**config.mk**
```make
export PLATFORM = sky130hd
export DESIGN_NAME = four_level_page_table_walker_core
export DESIGN_NICKNAME = d
export VERILOG_FILES = /design/src/design/pgwalk_pkg.sv /design/src/design/pgwalk_step.sv /design/src/design/four_level_page_table_walker_core.sv
export VERILOG_INCLUDE_DIRS = /design/src /design/src/design
export SDC_FILE = /design/constraint.sdc
export NUM_CORES = 1
export LEC_CHECK = 0
export BUFFER_PORTS_ARGS = -buffer_cell sky130_fd_sc_hd__buf_4
export CAP_MARGIN = 25
export CORE_MARGIN = 8
export CORE_UTILIZATION = 45
export CTS_CLUSTER_SIZE = 8
export DETAILED_ROUTE_END_ITERATION = 12
export GPL_TIMING_DRIVEN = 0
export PLACE_DENSITY = 0.7
export SETUP_SLACK_MARGIN = 0.2
export SYNTH_ARGS = -nofsm -noshare
export SYNTH_HDL_FRONTEND = slang
export SYNTH_SLANG_ARGS = --single-unit
```
**constraint.sdc**
```tcl
create_clock -name i_clk -period 5.2 [get_ports i_clk]
set_clock_uncertainty 0.1 [all_clocks]
set_input_delay 1.04 -clock i_clk [delete_from_list [all_inputs] [get_ports i_clk]]
set_output_delay 1.04 -clock i_clk [all_outputs]
set_load 0.03 [all_outputs]
```
**src/design/four_level_page_table_walker_core_macros.svh**
```systemverilog
// ----------------------------------------------------------------------------
// Assertion macros for the four-level page table walker core
// Checks are compiled in simulation and left out when SYNTH is defined.
// ----------------------------------------------------------------------------
`ifndef FOUR_LEVEL_PAGE_TABLE_WALKER_CORE_MACROS_SVH
`define FOUR_LEVEL_PAGE_TABLE_WALKER_CORE_MACROS_SVH

`ifndef SYNTH

// Same-cycle implication, sampled on i_clk, off while reset is low.
`define PGW_ASSERT_IMPL(label, ante, cons, msg) \
    label: assert property (@(posedge i_clk) disable iff (!i_rst_n) \
        (ante) |-> (cons)) else $error(msg);

// Next-cycle implication, sampled on i_clk, off while reset is low.
`define PGW_ASSERT_NEXT(label, ante, cons, msg) \
    label: assert property (@(posedge i_clk) disable iff (!i_rst_n) \
        (ante) |=> (cons)) else $error(msg);

`else

`define PGW_ASSERT_IMPL(label, ante, cons, msg)
`define PGW_ASSERT_NEXT(label, ante, cons, msg)

`endif

`endif

```
**src/design/pgwalk_pkg.sv**
```systemverilog
`timescale 1ns / 1ps
// ----------------------------------------------------------------------------
// pgwalk_pkg
// Types, widths and codes shared by the page table walker modules.
// ----------------------------------------------------------------------------
package pgwalk_pkg;

    localparam int LA_W    = 48;
    localparam int PA_W    = 52;
    localparam int ENTRY_W = 64;
    localparam int IDX_W   = 9;
    localparam int LVL_W   = 3;

    // Walk level codes: idle, or which entry the walk is waiting for.
    localparam logic [LVL_W-1:0] LVL_IDLE = 3'd0;
    localparam logic [LVL_W-1:0] LVL_PML4 = 3'd1;
    localparam logic [LVL_W-1:0] LVL_PDPT = 3'd2;
    localparam logic [LVL_W-1:0] LVL_PD   = 3'd3;
    localparam logic [LVL_W-1:0] LVL_PT   = 3'd4;

    // Input mode codes.
    localparam logic MODE_REQUEST = 1'b0;
    localparam logic MODE_ENTRY   = 1'b1;

    // Result kind codes.
    localparam logic KIND_READ = 1'b0;
    localparam logic KIND_DONE = 1'b1;

    // Page size codes.
    localparam logic [1:0] PAGE_4K = 2'd0;
    localparam logic [1:0] PAGE_2M = 2'd1;
    localparam logic [1:0] PAGE_1G = 2'd2;

    // Entry attribute bit positions.
    localparam int BIT_P  = 0;
    localparam int BIT_PS = 7;

    // One result transaction.
    typedef struct packed {
        logic            kind;
        logic [PA_W-1:0] physical_address;
        logic            fault;
        logic [1:0]      page_kind;
        logic [1:0]      fault_level;
    } t_result;

    // What one item does to the walk.
    typedef struct packed {
        logic             emit;
        logic             load_la;
        logic [LVL_W-1:0] next_level;
    } t_step_ctl;

endpackage

```
**src/design/pgwalk_step.sv**
```systemverilog
`timescale 1ns / 1ps
// ----------------------------------------------------------------------------
// pgwalk_step
// Combinational decision for one item: checks the entry against the current
// walk level and forms the next read request or the finished translation.
// ----------------------------------------------------------------------------
module pgwalk_step (
    input  logic                               i_mode,
    input  logic [pgwalk_pkg::LA_W-1:0]        i_lin_addr,
    input  logic [pgwalk_pkg::ENTRY_W-1:0]     i_table_entry,
    input  logic [pgwalk_pkg::LVL_W-1:0]       i_level,
    input  logic [pgwalk_pkg::LA_W-1:0]        i_held_la,
    input  logic [pgwalk_pkg::PA_W-1:0]        i_root_base,
    output pgwalk_pkg::t_step_ctl              o_ctl,
    output pgwalk_pkg::t_result                o_result
);
    import pgwalk_pkg::*;

    logic             w_present;
    logic             w_large;
    logic [IDX_W-1:0] w_next_idx;
    logic [LVL_W-1:0] w_level;

    // Levels above the last one behave as idle.
    assign w_level   = (i_level > LVL_PT) ? LVL_IDLE : i_level;
    assign w_present = i_table_entry[BIT_P];
    assign w_large   = i_table_entry[BIT_PS];

    // Table index of the level that follows the current one.
    always_comb begin
        case (w_level)
            LVL_PML4: w_next_idx = i_held_la[38:30];
            LVL_PDPT: w_next_idx = i_held_la[29:21];
            LVL_PD:   w_next_idx = i_held_la[20:12];
            default:  w_next_idx = i_held_la[20:12];
        endcase
    end

    // Walk decision.
    always_comb begin
        o_ctl      = '{emit: 1'b0, load_la: 1'b0, next_level: w_level};
        o_result   = '{kind: KIND_READ, physical_address: '0, fault: 1'b0,
                       page_kind: PAGE_4K, fault_level: 2'd0};
        if (i_mode == MODE_REQUEST) begin
            if (w_level == LVL_IDLE) begin
                o_ctl.emit       = 1'b1;
                o_ctl.load_la    = 1'b1;
                o_ctl.next_level = LVL_PML4;
                o_result.physical_address =
                    {i_root_base[PA_W-1:12], i_lin_addr[47:39], 3'b000};
            end
        end else if (w_level != LVL_IDLE) begin
            o_ctl.emit = 1'b1;
            if (!w_present) begin
                // Missing entry ends the walk with a fault at this level.
                o_ctl.next_level     = LVL_IDLE;
                o_result.kind        = KIND_DONE;
                o_result.fault       = 1'b1;
                o_result.fault_level = 2'(w_level - LVL_PML4);
            end else if (w_level == LVL_PDPT && w_large) begin
                o_ctl.next_level          = LVL_IDLE;
                o_result.kind             = KIND_DONE;
                o_result.page_kind        = PAGE_1G;
                o_result.physical_address = {i_table_entry[51:30], i_held_la[29:0]};
            end else if (w_level == LVL_PD && w_large) begin
                o_ctl.next_level          = LVL_IDLE;
                o_result.kind             = KIND_DONE;
                o_result.page_kind        = PAGE_2M;
                o_result.physical_address = {i_table_entry[51:21], i_held_la[20:0]};
            end else if (w_level == LVL_PT) begin
                o_ctl.next_level          = LVL_IDLE;
                o_result.kind             = KIND_DONE;
                o_result.page_kind        = PAGE_4K;
                o_result.physical_address = {i_table_entry[51:12], i_held_la[11:0]};
            end else begin
                // Descend: read the next table's entry.
                o_ctl.next_level          = w_level + LVL_PML4;
                o_result.physical_address =
                    {i_table_entry[51:12], w_next_idx, 3'b000};
            end
        end
    end

endmodule

```
**src/design/four_level_page_table_walker_core.sv**
```systemverilog
`timescale 1ns / 1ps
// ----------------------------------------------------------------------------
// four_level_page_table_walker_core
// Walks four-level x86-64 page tables one entry per transaction.
// ----------------------------------------------------------------------------
// A translate transaction (tuser = 0) starts a walk and yields a read request
// for the PML4 entry; each returned entry (tuser = 1) yields the next read
// request or the finished translation, with fault, page size and fault level.
// Every input transaction passes an input register, one level of decode
// logic and an output register, so the block takes one transaction per
// clock while the output is not stalled and presents its result from the
// output register. Requests during a walk and entries while idle give no
// result.
// ----------------------------------------------------------------------------
`include "four_level_page_table_walker_core_macros.svh"

module four_level_page_table_walker_core (
    input  logic                           i_clk,
    input  logic                           i_rst_n,
    // Configuration: root table base
    input  logic                           i_cfg_we,
    input  logic [pgwalk_pkg::PA_W-1:0]    i_cfg_wdata,
    // Input stream
    input  logic                           i_s_tvalid,
    output logic                           o_s_tready,
    input  logic [111:0]                   i_s_tdata,  // lin_addr, table_entry
    input  logic                           i_s_tuser,  // mode
    // Output stream
    output logic                           o_m_tvalid,
    input  logic                           i_m_tready,
    output logic [63:0]                    o_m_tdata,  // physical_address, fault,
                                                       // page_kind, fault_level, zero pad
    output logic                           o_m_tuser   // kind
);
    import pgwalk_pkg::*;

    logic [PA_W-1:0]    r_root_base;
    logic [LVL_W-1:0]   r_walk_level;
    logic [LA_W-1:0]    r_held_la;
    logic               r_in_valid;
    logic               r_in_mode;
    logic [LA_W-1:0]    r_in_la;
    logic [ENTRY_W-1:0] r_in_entry;
    logic               r_out_valid;
    t_result            r_out;

    logic               w_out_free;
    logic               w_advance;
    t_step_ctl          w_ctl;
    t_result            w_result;

    // Handshake: the input stage moves on whenever the output register is free.
    assign w_out_free = !r_out_valid || i_m_tready;
    assign w_advance  = r_in_valid && w_out_free;
    assign o_s_tready = !r_in_valid || w_out_free;

    // Configuration register.
    always_ff @(posedge i_clk) begin
        if (!i_rst_n) begin
            r_root_base <= '0;
        end else if (i_cfg_we) begin
            r_root_base <= i_cfg_wdata;
        end
    end

    // Input register.
    always_ff @(posedge i_clk) begin
        if (!i_rst_n) begin
            r_in_valid <= 1'b0;
        end else if (o_s_tready) begin
            r_in_valid <= i_s_tvalid;
        end
    end

    always_ff @(posedge i_clk) begin
        if (o_s_tready && i_s_tvalid) begin
            r_in_mode  <= i_s_tuser;
            r_in_la    <= i_s_tdata[LA_W-1:0];
            r_in_entry <= i_s_tdata[LA_W +: ENTRY_W];
        end
    end

    // Walk decision logic.
    pgwalk_step u_step (
        .i_mode           (r_in_mode),
        .i_lin_addr       (r_in_la),
        .i_table_entry    (r_in_entry),
        .i_level          (r_walk_level),
        .i_held_la        (r_held_la),
        .i_root_base      (r_root_base),
        .o_ctl            (w_ctl),
        .o_result         (w_result)
    );

    // Walk state.
    always_ff @(posedge i_clk) begin
        if (!i_rst_n) begin
            r_walk_level <= LVL_IDLE;
            r_held_la    <= '0;
        end else if (w_advance) begin
            r_walk_level <= w_ctl.next_level;
            if (w_ctl.load_la) begin
                r_held_la <= r_in_la;
            end
        end
    end

    // Output register.
    always_ff @(posedge i_clk) begin
        if (!i_rst_n) begin
            r_out_valid <= 1'b0;
        end else if (w_out_free) begin
            r_out_valid <= w_advance && w_ctl.emit;
        end
    end

    always_ff @(posedge i_clk) begin
        if (w_advance && w_ctl.emit) begin
            r_out <= w_result;
        end
    end

    assign o_m_tvalid = r_out_valid;
    assign o_m_tuser  = r_out.kind;
    assign o_m_tdata  = {7'b0, r_out.fault_level, r_out.page_kind, r_out.fault,
                         r_out.physical_address};

    // Checks on the walk logic.
    `PGW_ASSERT_IMPL(a_fault_clean, r_out_valid && r_out.fault, r_out.physical_address == '0 && r_out.page_kind == PAGE_4K && r_out.kind == KIND_DONE, "fault result carries address or page size")
    `PGW_ASSERT_IMPL(a_read_in_walk, r_out_valid && r_out.kind == KIND_READ, r_walk_level != LVL_IDLE, "read request pending while walker idle")
    `PGW_ASSERT_IMPL(a_done_idle, r_out_valid && r_out.kind == KIND_DONE, r_walk_level == LVL_IDLE, "finished result pending while walk active")
    `PGW_ASSERT_NEXT(a_start_walk, w_advance && r_in_mode == MODE_REQUEST && r_walk_level == LVL_IDLE, r_walk_level == LVL_PML4 && r_out_valid, "request did not start a walk")

endmodule
```
==> impl_results.rst, run 1 <==
.. list-table::
   :header-rows: 1

   * - Metric
     - Value
   * - Vias
     - 6120
   * - Post-detailed-placement half-perimeter wirelength
     - 16.72 mm
   * - Average via count per standard cell
     - 4.968
   * - Power density over the cells
     - 387.9 nW/um^2
   * - Setup TNS after final layout
     - 0 ps
   * - Endpoint arrival time on the critical path
     - 3450 ps
   * - Cell count after synthesis
     - 698
   * - NumNets Final
     - 1112
   * - Clock transition at path regs
     - 50 ps
   * - Peak VDD IR
     - 288.9 uV
   * - Top flip-flop cell by instance count after synthesis
     - edfxtp_1
   * - Num CTS Buffers
     - 35
   * - Post-synth EDFFs
     - 149
   * - Maximum fanout encountered on the critical timing path
     - 10
   * - Initial antenna violation count
     - 1
   * - Share of the yosys chip area belonging to registers
     - 68.00%
   * - Most common library cell in the layout ignoring fill and taps
     - buf_4
   * - Clock tree from TritonCTS
     - done
   * - Fillcell total
     - 1673
   * - RSZ-0062 raised after global routing
     - false
   * - Pre-CTS setup slack
     - 1843 ps
   * - CP Capture Type
     - flip-flop
   * - Synthesized area
     - 9052 sq um
   * - Pins over their slew limit
     - 0
   * - Total wire length
     - 22.84 mm
   * - Origin of the critical flop-to-flop path
     - r_walk_level[1]
   * - Nature of the critical path startpoint
     - flip-flop
   * - Total of hold buffers inserted after clock tree synthesis
     - 0
   * - Total number of clock tree sinks
     - 233
   * - Layout overhead on the synthesized area
     - 32.31%
   * - DRT iter0 DRCs
     - 324
   * - Largest stage delay on the critical path
     - 650 ps
   * - Worst slew margin relative to its limit
     - 40.64%
   * - Vias in the first global route
     - 6395
   * - Number of I/O pins
     - 237
   * - Critical-path cell with the highest stage delay
     - a2111oi_0
   * - Ys async rst share
     - 0%
   * - First-pass GRT wire length
     - 34.73 mm
   * - Main area contributors after synthesis
     - edfxtp_1 (49%), dfxtp_1 (19%), mux2i_1 (6.4%)
   * - Leakage
     - 0.004604 uW
   * - PnR Total Power
     - 4646 uW
   * - Remaining Overflow, GRT
     - 0
   * - Worst-Skew Late Latency
     - 490 ps
   * - Vertical extent of the die
     - 157.8 microns
   * - Starting Density
     - 45.32%
   * - Number of endpoints failing setup at the final stage
     - 0
   * - Number of synthesized register bits
     - 233
   * - Synth top area share
     - 49.43%
   * - GPL Wtd Cong
     - 0.8781
   * - Final worst slack
     - 1848 ps
   * - Routed len/inst
     - 18.54 microns
   * - Maximum number of pins on one net before global-route repair
     - 50
   * - Top library cells by usage in the layout, fill and taps aside
     - buf_4 (201), edfxtp_1 (149), nand2_1 (109)
   * - Area of the placeable core
     - 19970 sq um
   * - DRC violation count after routing
     - 0
   * - Avg Inst Size Synth
     - 12.97 sq um
   * - Post-route fraction of the period consumed by the critical path
     - 64.47%
   * - Dominant cell type by area after synthesis
     - edfxtp_1
   * - Post-route ant nets
     - 0
   * - Unique masters post-synth
     - 41
   * - First-pass iteration count of the detailed router
     - 5
   * - Number of H-tree levels
     - 2
   * - Hold/Removal Path Class
     - flip-flop to flip-flop
   * - Root Buffer
     - clkbuf_16
   * - Final Hold Viols
     - 0
   * - Resize count post-CTS
     - 0
   * - CTS Buffer Depth
     - 3
   * - Most common cell type on the critical path
     - clkbuf_1
   * - Hold wc startpoint
     - r_held_la[0]
   * - WS Path Type
     - flip-flop to flip-flop
   * - Period minus WS final
     - 3352 ps
   * - Total of max-cap violations
     - 0
   * - Share of post-route cells with drive strength above 1
     - 27.37%
   * - Critical path origin
     - r_walk_level[1]
   * - Status
     - completed
   * - Site Rows
     - 52
   * - Peak clock frequency supported by timing
     - 298.3 MHz
   * - Number of buffer and inverter stages on the critical path
     - 3
   * - Area of the die
     - 24910 sq um
   * - Critical Path, Cell by Cell
     - clkbuf_1 -> and2b_1 -> inv_1 -> ha_1 -> and4bb_2 -> or2_2 -> clkbuf_1 -> a2111oi_0 -> o21ai_0
   * - Overall die width
     - 157.8 microns
   * - Data required time of the critical path
     - 5300 ps
   * - Overall track demand over capacity in global routing
     - 18.25%
   * - Transition time at the pin with the least slew margin
     - 868.0 ps
   * - Port Buffers
     - 193
   * - Setup bufs post-CTS
     - 0
   * - Count of synthesis-stage warnings from yosys
     - 0
   * - Top Family by Delay on Critical Path
     - compound AO/OA/AOI/OAI gates
final cells by class:
type	count	area, sq um	area share [%]
multi-input combinational	415	2649	22.11
sequential	233	6156	51.39
antenna	1	2.502	0.02089
clock buffer	60	1022	8.534
tap	270	337.8	2.820
buffer	52	265.3	2.215
timing repair buffer	196	1524	12.72
inverter	4	15.01	0.1254
clock inverter	1	6.256	0.05223
sequential cells by signal (all words and copies together) (netlist names):
| name | cells |
|---|---|
| r_held_la | 39 |
| r_in_entry | 42 |
| o_m_tdata | 57 |
| r_walk_level | 3 |
| r_root_base | 40 |
| o_m_tvalid | 1 |
| r_in_mode | 1 |
| r_in_valid | 1 |
| o_m_tuser | 1 |
| r_in_la | 48 |
worst min-delay path: cells and delay by family (launching register included):
| family | cells | cell delay, ps |
|---|---|---|
| compound gates | 1 | 60 |
| flops | 1 | 300 |
| simple gates | 1 | 40 |
metrics by stage:
step / std cells / util, % / cell area [sq um] / hold WS [ps]
after floorplan: 704 / - / 9075 / 338.6
after global placement: 1167 / 54.38 / 10860 / 350.3
after detailed placement: 1170 / 54.80 / 10950 / 354.8
after CTS: 1231 / 59.95 / 11980 / 362.9
after global routing: 1232 / 59.97 / 11980 / 390.8
final: 1232 / 59.97 / 11980 / 358.7
cells in the mapped netlist (2+ instances only):
| cell type | n |
|---|---|
| nand2_1 | 109 |
| and3_1 | 4 |
| o221a_2 | 2 |
| a21oi_1 | 9 |
| and2_1 | 6 |
| inv_1 | 4 |
| o21ai_1 | 20 |
| edfxtp_1 | 149 |
| clkbuf_1 | 30 |
| a21boi_0 | 40 |
| nor4_1 | 2 |
| a22o_1 | 22 |
| nand3b_1 | 10 |
| buf_1 | 2 |
| o21ai_0 | 29 |
| mux2i_1 | 58 |
| buf_4 | 8 |
| ha_1 | 5 |
| nor2_1 | 17 |
| dfxtp_1 | 84 |
| buf_6 | 4 |
| nor3b_1 | 3 |
| a2111oi_0 | 9 |
| nand3_1 | 2 |
| buf_2 | 8 |
| o21a_1 | 2 |
| nor2b_1 | 46 |
logic make-up after synthesis:
kind of cell	Yosys count	synth area share [%]
flip-flops	233	68.00
AND/OR/NAND/NOR	206	11.07
AO/OA/AOI/OAI	139	10.68
multiplexers	58	6.413
buffers and inverters	56	3.096
adder cells (fa/ha/maj)	5	0.6911
other	1	0.04143
report_power, final:
| group | switching, uW | leakage (uW) | internal [uW] |
|---|---|---|---|
| sequential | 44.4 | 0.00210 | 2090 |
| clock | 734 | 0.000494 | 1320 |
| combinational | 258 | 0.00201 | 199 |
per-layer routing:
layer  share of wire [%]  global-route usage, %  up-vias
met5                   0                      0        -
met4                 2.9                  7.842        0
met3                 6.8                  3.931       48
met2                  48                  30.16      212
met1                  42                  22.72     2881
li1                    -                      -     2979
path summary, 6_finish.rpt:
path | to | slack, ps | depth (start not counted)
worst min register to register | r_held_la[0] | 360 | 2
worst max register to register | o_m_tdata[3] | 1850 | 9
worst min-delay path | r_held_la[0] | 360 | 2
worst max-delay path | o_m_tdata[3] | 1850 | 9
Power figures use the tool's default switching activity.
==> run 2: changes to the inputs <==
Settings changed: ABC_AREA from default to 1.
Clock period 5.2 ns to 3.35 ns, I/O delays scaled along.
==> run 2 against run 1 <==
Compared with the run above: worst hold slack lost 100 ps; first-iteration DRC count rose by 72%; critical path type unchanged; count of clock-buffer cells in the layout unchanged; global-route usage grew 0.72 points; highest routed layer unchanged; largest power group unchanged.
==> impl_results.rst, run 2 <==
.. list-table::
   :header-rows: 1

   * - Metric
     - Value
   * - Top library cells by usage in the layout, fill and taps aside
     - buf_4 (206), edfxtp_1 (149), nand2_1 (108)
   * - Main area contributors after synthesis
     - edfxtp_1 (51%), dfxtp_1 (19%), nand2_1 (4.6%)
   * - Number of H-tree levels
     - 2
   * - Area of the die
     - 24270 sq um
   * - Final std cells w/o fill
     - 1310
   * - Post-route worst hold slack
     - 254.5 ps
   * - Num CTS Buffers
     - 35
   * - Largest stage delay on the critical path
     - 430 ps
   * - WS Path Type
     - flip-flop to flip-flop
   * - Status
     - completed
   * - Peak clock frequency supported by timing
     - 346.9 MHz
   * - Cell types with the highest counts after synthesis
     - edfxtp_1 (149), nand2_1 (108), nor2_1 (99)
   * - Complex-gate fraction of the synthesized area
     - 11.20%
   * - Data required time of the critical path
     - 3600 ps
   * - Number of synthesized register bits
     - 233
   * - Proportion of power drawn by the clock network
     - 43.5%
   * - Max FFs per register
     - 57
   * - Synth Area in Simple Gates
     - 13.80%
   * - Port Buffers
     - 195
   * - Leakage
     - 0.004717 uW
   * - Starting Density
     - 45.47%
   * - Most frequent cell after synthesis
     - edfxtp_1
   * - First-pass iteration count of the detailed router
     - 5
   * - Area of the placeable core
     - 19330 sq um
   * - Overall die width
     - 155.8 microns
   * - Most common library cell in the layout ignoring fill and taps
     - buf_4
   * - Post-detailed-placement half-perimeter wirelength
     - 16.85 mm
   * - Root Buffer
     - clkbuf_16
   * - Count of synthesis-stage warnings from yosys
     - 0
   * - Worst-Skew Late Latency
     - 490 ps
   * - Top flip-flop cell by instance count after synthesis
     - edfxtp_1
   * - Number of I/O pins
     - 237
   * - Hold wc startpoint
     - i_s_tdata[94]
   * - Post-route ant nets
     - 0
   * - Endpoint arrival time on the critical path
     - 3130 ps
   * - Setup bufs post-CTS
     - 0
   * - GPL Wtd Cong
     - 0.9031
   * - Critical-path cell with the highest stage delay
     - dfxtp_1
   * - Hold Path Stages
     - 1
   * - Routed len/inst
     - 17.98 microns
   * - Pins over their slew limit
     - 0
   * - Origin of the critical flop-to-flop path
     - r_walk_level[2]
   * - Switching power as a share of total power
     - 23.32%
   * - Maximum fanout encountered on the critical timing path
     - 10
   * - Total of hold buffers inserted after clock tree synthesis
     - 0
   * - Synth top area share
     - 50.89%
   * - Final worst slack
     - 467.4 ps
   * - Post-route fraction of the period consumed by the critical path
     - 86.05%
   * - Unique masters post-synth
     - 28
   * - Total wire length
     - 23.55 mm
   * - Peak VDD IR
     - 430.6 uV
   * - Worst slew margin relative to its limit
     - 57.01%
   * - Pre-CTS setup slack
     - 532.9 ps
   * - Site Rows
     - 51
   * - DRC violation count after routing
     - 0
   * - Final Hold Viols
     - 0
   * - CTS Buffer Depth
     - 3
   * - Transition time at the pin with the least slew margin
     - 643.5 ps
   * - Avg Inst Size Synth
     - 11.32 sq um
   * - Net switching power of the design
     - 1669 uW
   * - Hold/Removal Path Class
     - input port to flip-flop
   * - DRT iter0 DRCs
     - 556
   * - Dominant cell type by area after synthesis
     - edfxtp_1
   * - Resize count post-CTS
     - 0
   * - Internal portion of total power
     - 5488 uW
   * - Multiplexer share of the synthesized area
     - 0%
   * - NumNets Final
     - 1194
   * - Vias
     - 6604
   * - Layout overhead on the synthesized area
     - 33.06%
   * - Clock tree from TritonCTS
     - done
   * - Adder and majority gate portion of the synthesized area
     - 0.7115%
   * - Critical Path, Cell by Cell
     - inv_1 -> nand2_1 -> ha_1 -> nand2_4 -> inv_1 -> ha_1 -> clkbuf_1 -> nand2_1 -> clkbuf_1 -> o21ai_0 -> a21oi_1
   * - Area taken by flip-flops and latches
     - 6156 sq um
   * - Remaining Overflow, GRT
     - 0
   * - XOR/XNOR share of the synthesized area
     - 0%
   * - RSZ-0062 raised after global routing
     - false
   * - Number of cell instances on the worst register-to-register path
     - 11
   * - Seq pwr share
     - 46.4%
   * - Fillcell total
     - 1607
   * - First-pass GRT wire length
     - 35.76 mm
   * - Period minus WS final
     - 2883 ps
   * - Critical path origin
     - r_walk_level[2]
   * - Initial antenna violation count
     - 0
   * - Vias in the first global route
     - 6703
   * - Synthesized area
     - 8792 sq um
   * - Total number of clock tree sinks
     - 233
   * - Overall track demand over capacity in global routing
     - 18.97%
   * - Average via count per standard cell
     - 5.041
   * - Vertical extent of the die
     - 155.8 microns
   * - Clock transition at path regs
     - 50 ps
   * - CP Capture Type
     - flip-flop
   * - Combinational share of power
     - 10.2%
   * - Share of the yosys chip area belonging to registers
     - 70.02%
   * - Setup TNS after final layout
     - 0 ps
   * - Nature of the critical path startpoint
     - flip-flop
   * - Number of endpoints failing setup at the final stage
     - 0
   * - Ys async rst share
     - 0%
   * - Total of max-cap violations
     - 0
   * - Post-synth EDFFs
     - 149
   * - Area occupied by multi-input gates
     - 2295 sq um
   * - Power density over the cells
     - 611.8 nW/um^2
   * - Maximum number of pins on one net before global-route repair
     - 42
   * - Cell count after synthesis
     - 777
   * - Combinational family with the most area after synthesis
     - simple AND/OR/NAND/NOR gates
   * - Share of post-route cells with drive strength above 1
     - 26.15%
   * - Cell count after placement
     - 1247
-- run 2: changes by cell type in the layout (fill, tap and decap cells not counted), moves of 40 or more --
cell      before  now
nand3_1        2   49
nor2b_1       45    0
nor2_1        17   98
mux2i_1       58    0
a21oi_1        9   62
a21boi_0      40    0
-- run 2: critical path: cells and delay by family (launching register included) --
family | cells | cell delay [ps]
buffers and inverters | 4 | 780
flip-flops | 1 | 430
AO/OA/AOI/OAI | 2 | 310
adder cells (fa/ha/maj) | 2 | 470
AND/OR/NAND/NOR | 3 | 640
-- run 2: per-stage QoR --
step                cell area, sq um  util (%)  power [uW]
floorplan                       8826         -        3763
global placement               10620     54.93        4073
detailed placement             10710     55.39        4099
CTS                            11700     60.49        7223
global route                   11700     60.49        7428
finish                         11700     60.51        7158
-- run 2: final timing paths --
check	to	slack, ps
worst max-delay path	r_held_la[4]	470
worst max register to register	r_held_la[4]	470
worst min register to register	r_held_la[3]	350
worst min-delay path	r_in_entry[46]	250
-- run 2: kinds of logic (layout without fill, tap and decap cells) --
logic type / after synthesis / after routing
simple gates: 278 / 278
compound gates: 179 / 179
buf+inv: 81 / 342
flops: 233 / 233
other cells: 1 / 8
fa+ha+maj: 5 / 5
-- run 2: power by group through the flow --
stage	clock (uW)	sequential, uW	combinational (uW)
after floorplan	0	3440	325
after global placement	0	3370	698
after detailed placement	0	3370	728
after CTS	3170	3320	732
after global routing	3310	3330	790
final	3110	3320	728
-- run 2: final cells by class --
cell class / instances / share of cell area [%]
sequential: 233 / 52.62
antenna: 1 / 0.02139
clock buffer: 60 / 8.289
clock inverter: 2 / 0.1497
tap: 265 / 2.834
inverter: 31 / 1.048
timing repair buffer: 199 / 13.26
buffer: 50 / 2.160
multi-input combinational: 469 / 19.61
-- run 2: per-layer routing --
layer  wire length (microns)  track usage [%]
met2                   11360            30.62
met3                    1828            4.404
met1                    9461            23.84
met4                     903            8.641
met5                       0                0
==> run 3: changes to the inputs <==
Settings changed: GPL_TIMING_DRIVEN 0 to default.
==> run 3 against run 2 <==
Compared with the run above: die area unchanged; final cell count down 3.7%; fmax up 7.1%; sequential power about the same; worst setup slack better by 190 ps; wire length down 2.7%; utilization down 1.3 points; critical path depth down 2; sequential cell count unchanged; critical path type unchanged; largest cell class unchanged; largest power group unchanged.
==> impl_results.rst, run 3 (synthesis results as in run 2) <==
.. list-table::
   :header-rows: 1

   * - Metric
     - Value
   * - Routed len/inst
     - 18.16 microns
   * - Maximum number of pins on one net before global-route repair
     - 58
   * - Peak VDD IR
     - 423.1 uV
   * - Num CTS Buffers
     - 35
   * - Starting Density
     - 45.47%
   * - Total of max-cap violations
     - 0
   * - Vias in the first global route
     - 6462
   * - Vertical extent of the die
     - 155.8 microns
   * - Initial antenna violation count
     - 0
   * - Seq pwr share
     - 46.8%
   * - Pins over their slew limit
     - 0
   * - Post-detailed-placement half-perimeter wirelength
     - 15.02 mm
   * - Remaining Overflow, GRT
     - 0
   * - WS Path Type
     - flip-flop to flip-flop
   * - Power density over the cells
     - 619.8 nW/um^2
   * - CP Capture Type
     - flip-flop
   * - Post-route ant nets
     - 0
   * - Internal portion of total power
     - 5443 uW
   * - Total number of clock tree sinks
     - 233
   * - Status
     - completed
   * - NumNets Final
     - 1151
   * - Average via count per standard cell
     - 5.063
   * - Net switching power of the design
     - 1652 uW
   * - Max FFs per register
     - 57
   * - Most common library cell in the layout ignoring fill and taps
     - buf_4
   * - Ant. Diodes
     - 0
   * - Clock tree from TritonCTS
     - done
   * - Post-route worst hold slack
     - 249.1 ps
   * - Overall die width
     - 155.8 microns
   * - Setup bufs post-CTS
     - 0
   * - Number of endpoints failing setup at the final stage
     - 0
   * - DRC violation count after routing
     - 0
   * - Top library cells by usage in the layout, fill and taps aside
     - buf_4 (204), edfxtp_1 (149), nand2_1 (108)
   * - Clock transition at path regs
     - 50 ps
   * - CTS Buffer Depth
     - 3
   * - Total of hold buffers inserted after clock tree synthesis
     - 0
   * - Area of the placeable core
     - 19330 sq um
   * - Maximum fanout encountered on the critical timing path
     - 36
   * - Switching power as a share of total power
     - 23.28%
   * - Root Buffer
     - clkbuf_16
   * - Endpoint arrival time on the critical path
     - 2710 ps
   * - Pre-CTS setup slack
     - 699.3 ps
   * - Combinational share of power
     - 9.8%
   * - Layout overhead on the synthesized area
     - 30.21%
   * - Nature of the critical path startpoint
     - flip-flop
   * - First-pass GRT wire length
     - 34.70 mm
   * - Overall track demand over capacity in global routing
     - 18.36%
   * - Vias
     - 6390
   * - GPL Wtd Cong
     - 0.8373
   * - DRT iter0 DRCs
     - 558
   * - Number of I/O pins
     - 237
   * - Site Rows
     - 51
   * - Peak clock frequency supported by timing
     - 371.4 MHz
   * - Share of post-route cells with drive strength above 1
     - 26.08%
   * - Transition time at the pin with the least slew margin
     - 678.0 ps
   * - Setup TNS after final layout
     - 0 ps
   * - Hold/Removal Path Class
     - input port to flip-flop
   * - Final worst slack
     - 657.5 ps
   * - Area of the die
     - 24270 sq um
   * - Proportion of power drawn by the clock network
     - 43.5%
   * - Resize count post-CTS
     - 0
   * - RSZ-0062 raised after global routing
     - false
   * - Worst-Skew Late Latency
     - 490 ps
   * - Total wire length
     - 22.91 mm
   * - First-pass iteration count of the detailed router
     - 5
   * - Period minus WS final
     - 2692 ps
   * - Leakage
     - 0.004602 uW
   * - Worst slew margin relative to its limit
     - 54.74%
   * - Post-route fraction of the period consumed by the critical path
     - 80.37%
   * - Port Buffers
     - 195
   * - Number of H-tree levels
     - 2
   * - Data required time of the critical path
     - 3370 ps
   * - Final Hold Viols
     - 0
-- run 3: cell count changes in the layout (fill, tap and decap cells not counted), sizes merged --
cell,previous run,this run
clkbuf,89,56
buf,220,206
diode,1,0
-- run 3: area by class of cell --
cell class | instances | area [sq um]
clock buffers | 56 | 954.7
clock inverters | 2 | 17.52
fillers | 1601 | 7886
inverters | 31 | 122.6
multi-input cells | 469 | 2295
flip-flops and latches | 233 | 6156
well taps | 265 | 331.6
repair buffers | 206 | 1572
-- run 3: metrics by stage --
stage | cells | utilization, % | instance area, sq um | total power (uW)
finish | 1262 | 59.21 | 11450 | 7095
floorplan | 783 | - | 8826 | 3763
global placement | 1204 | 54.18 | 10480 | 4050
detailed placement | 1204 | 54.18 | 10480 | 4063
global route | 1262 | 59.21 | 11450 | 7368
CTS | 1262 | 59.21 | 11450 | 7167
-- run 3: path summary, 6_finish.rpt --
path	from	to	slack, ps	cells past startpoint
worst min register to register	r_held_la[4]	r_held_la[4]	360	2
worst min-delay path	i_s_tdata[37]	r_in_la[37]	250	1
worst max register to register	r_walk_level[1]	o_m_tdata[33]	660	9
worst max-delay path	r_walk_level[1]	o_m_tdata[33]	660	9
-- run 3: worst max-delay path, cell delays in order (launching register included) --
cell and delay [ps]:
dfxtp_1 450, inv_1 60, nor2_1 180, inv_1 90, ha_1 260, nand2_4 150
inv_1 60, ha_1 350, nor2_4 130, buf_4 460
-- run 3: power groups by stage --
| stage | clock [uW] | sequential [uW] | combinational (uW) |
|---|---|---|---|
| 2_1_floorplan | 0 | 3440 | 325 |
| 3_3_place_gp | 0 | 3370 | 684 |
| 3_5_place_dp | 0 | 3370 | 694 |
| 4_1_cts | 3150 | 3320 | 697 |
| 5_1_grt | 3290 | 3330 | 752 |
| 6_report | 3080 | 3320 | 693 |
-- run 3: routing by layer --
metal / GRT usage [%] / up-vias / part of all wire (%)
met5: 0 / - / 0
met4: 8.041 / 0 / 3.5
met3: 4.294 / 51 / 8.1
met2: 29.43 / 262 / 48
met1: 23.34 / 2983 / 41
li1: - / 3094 / -
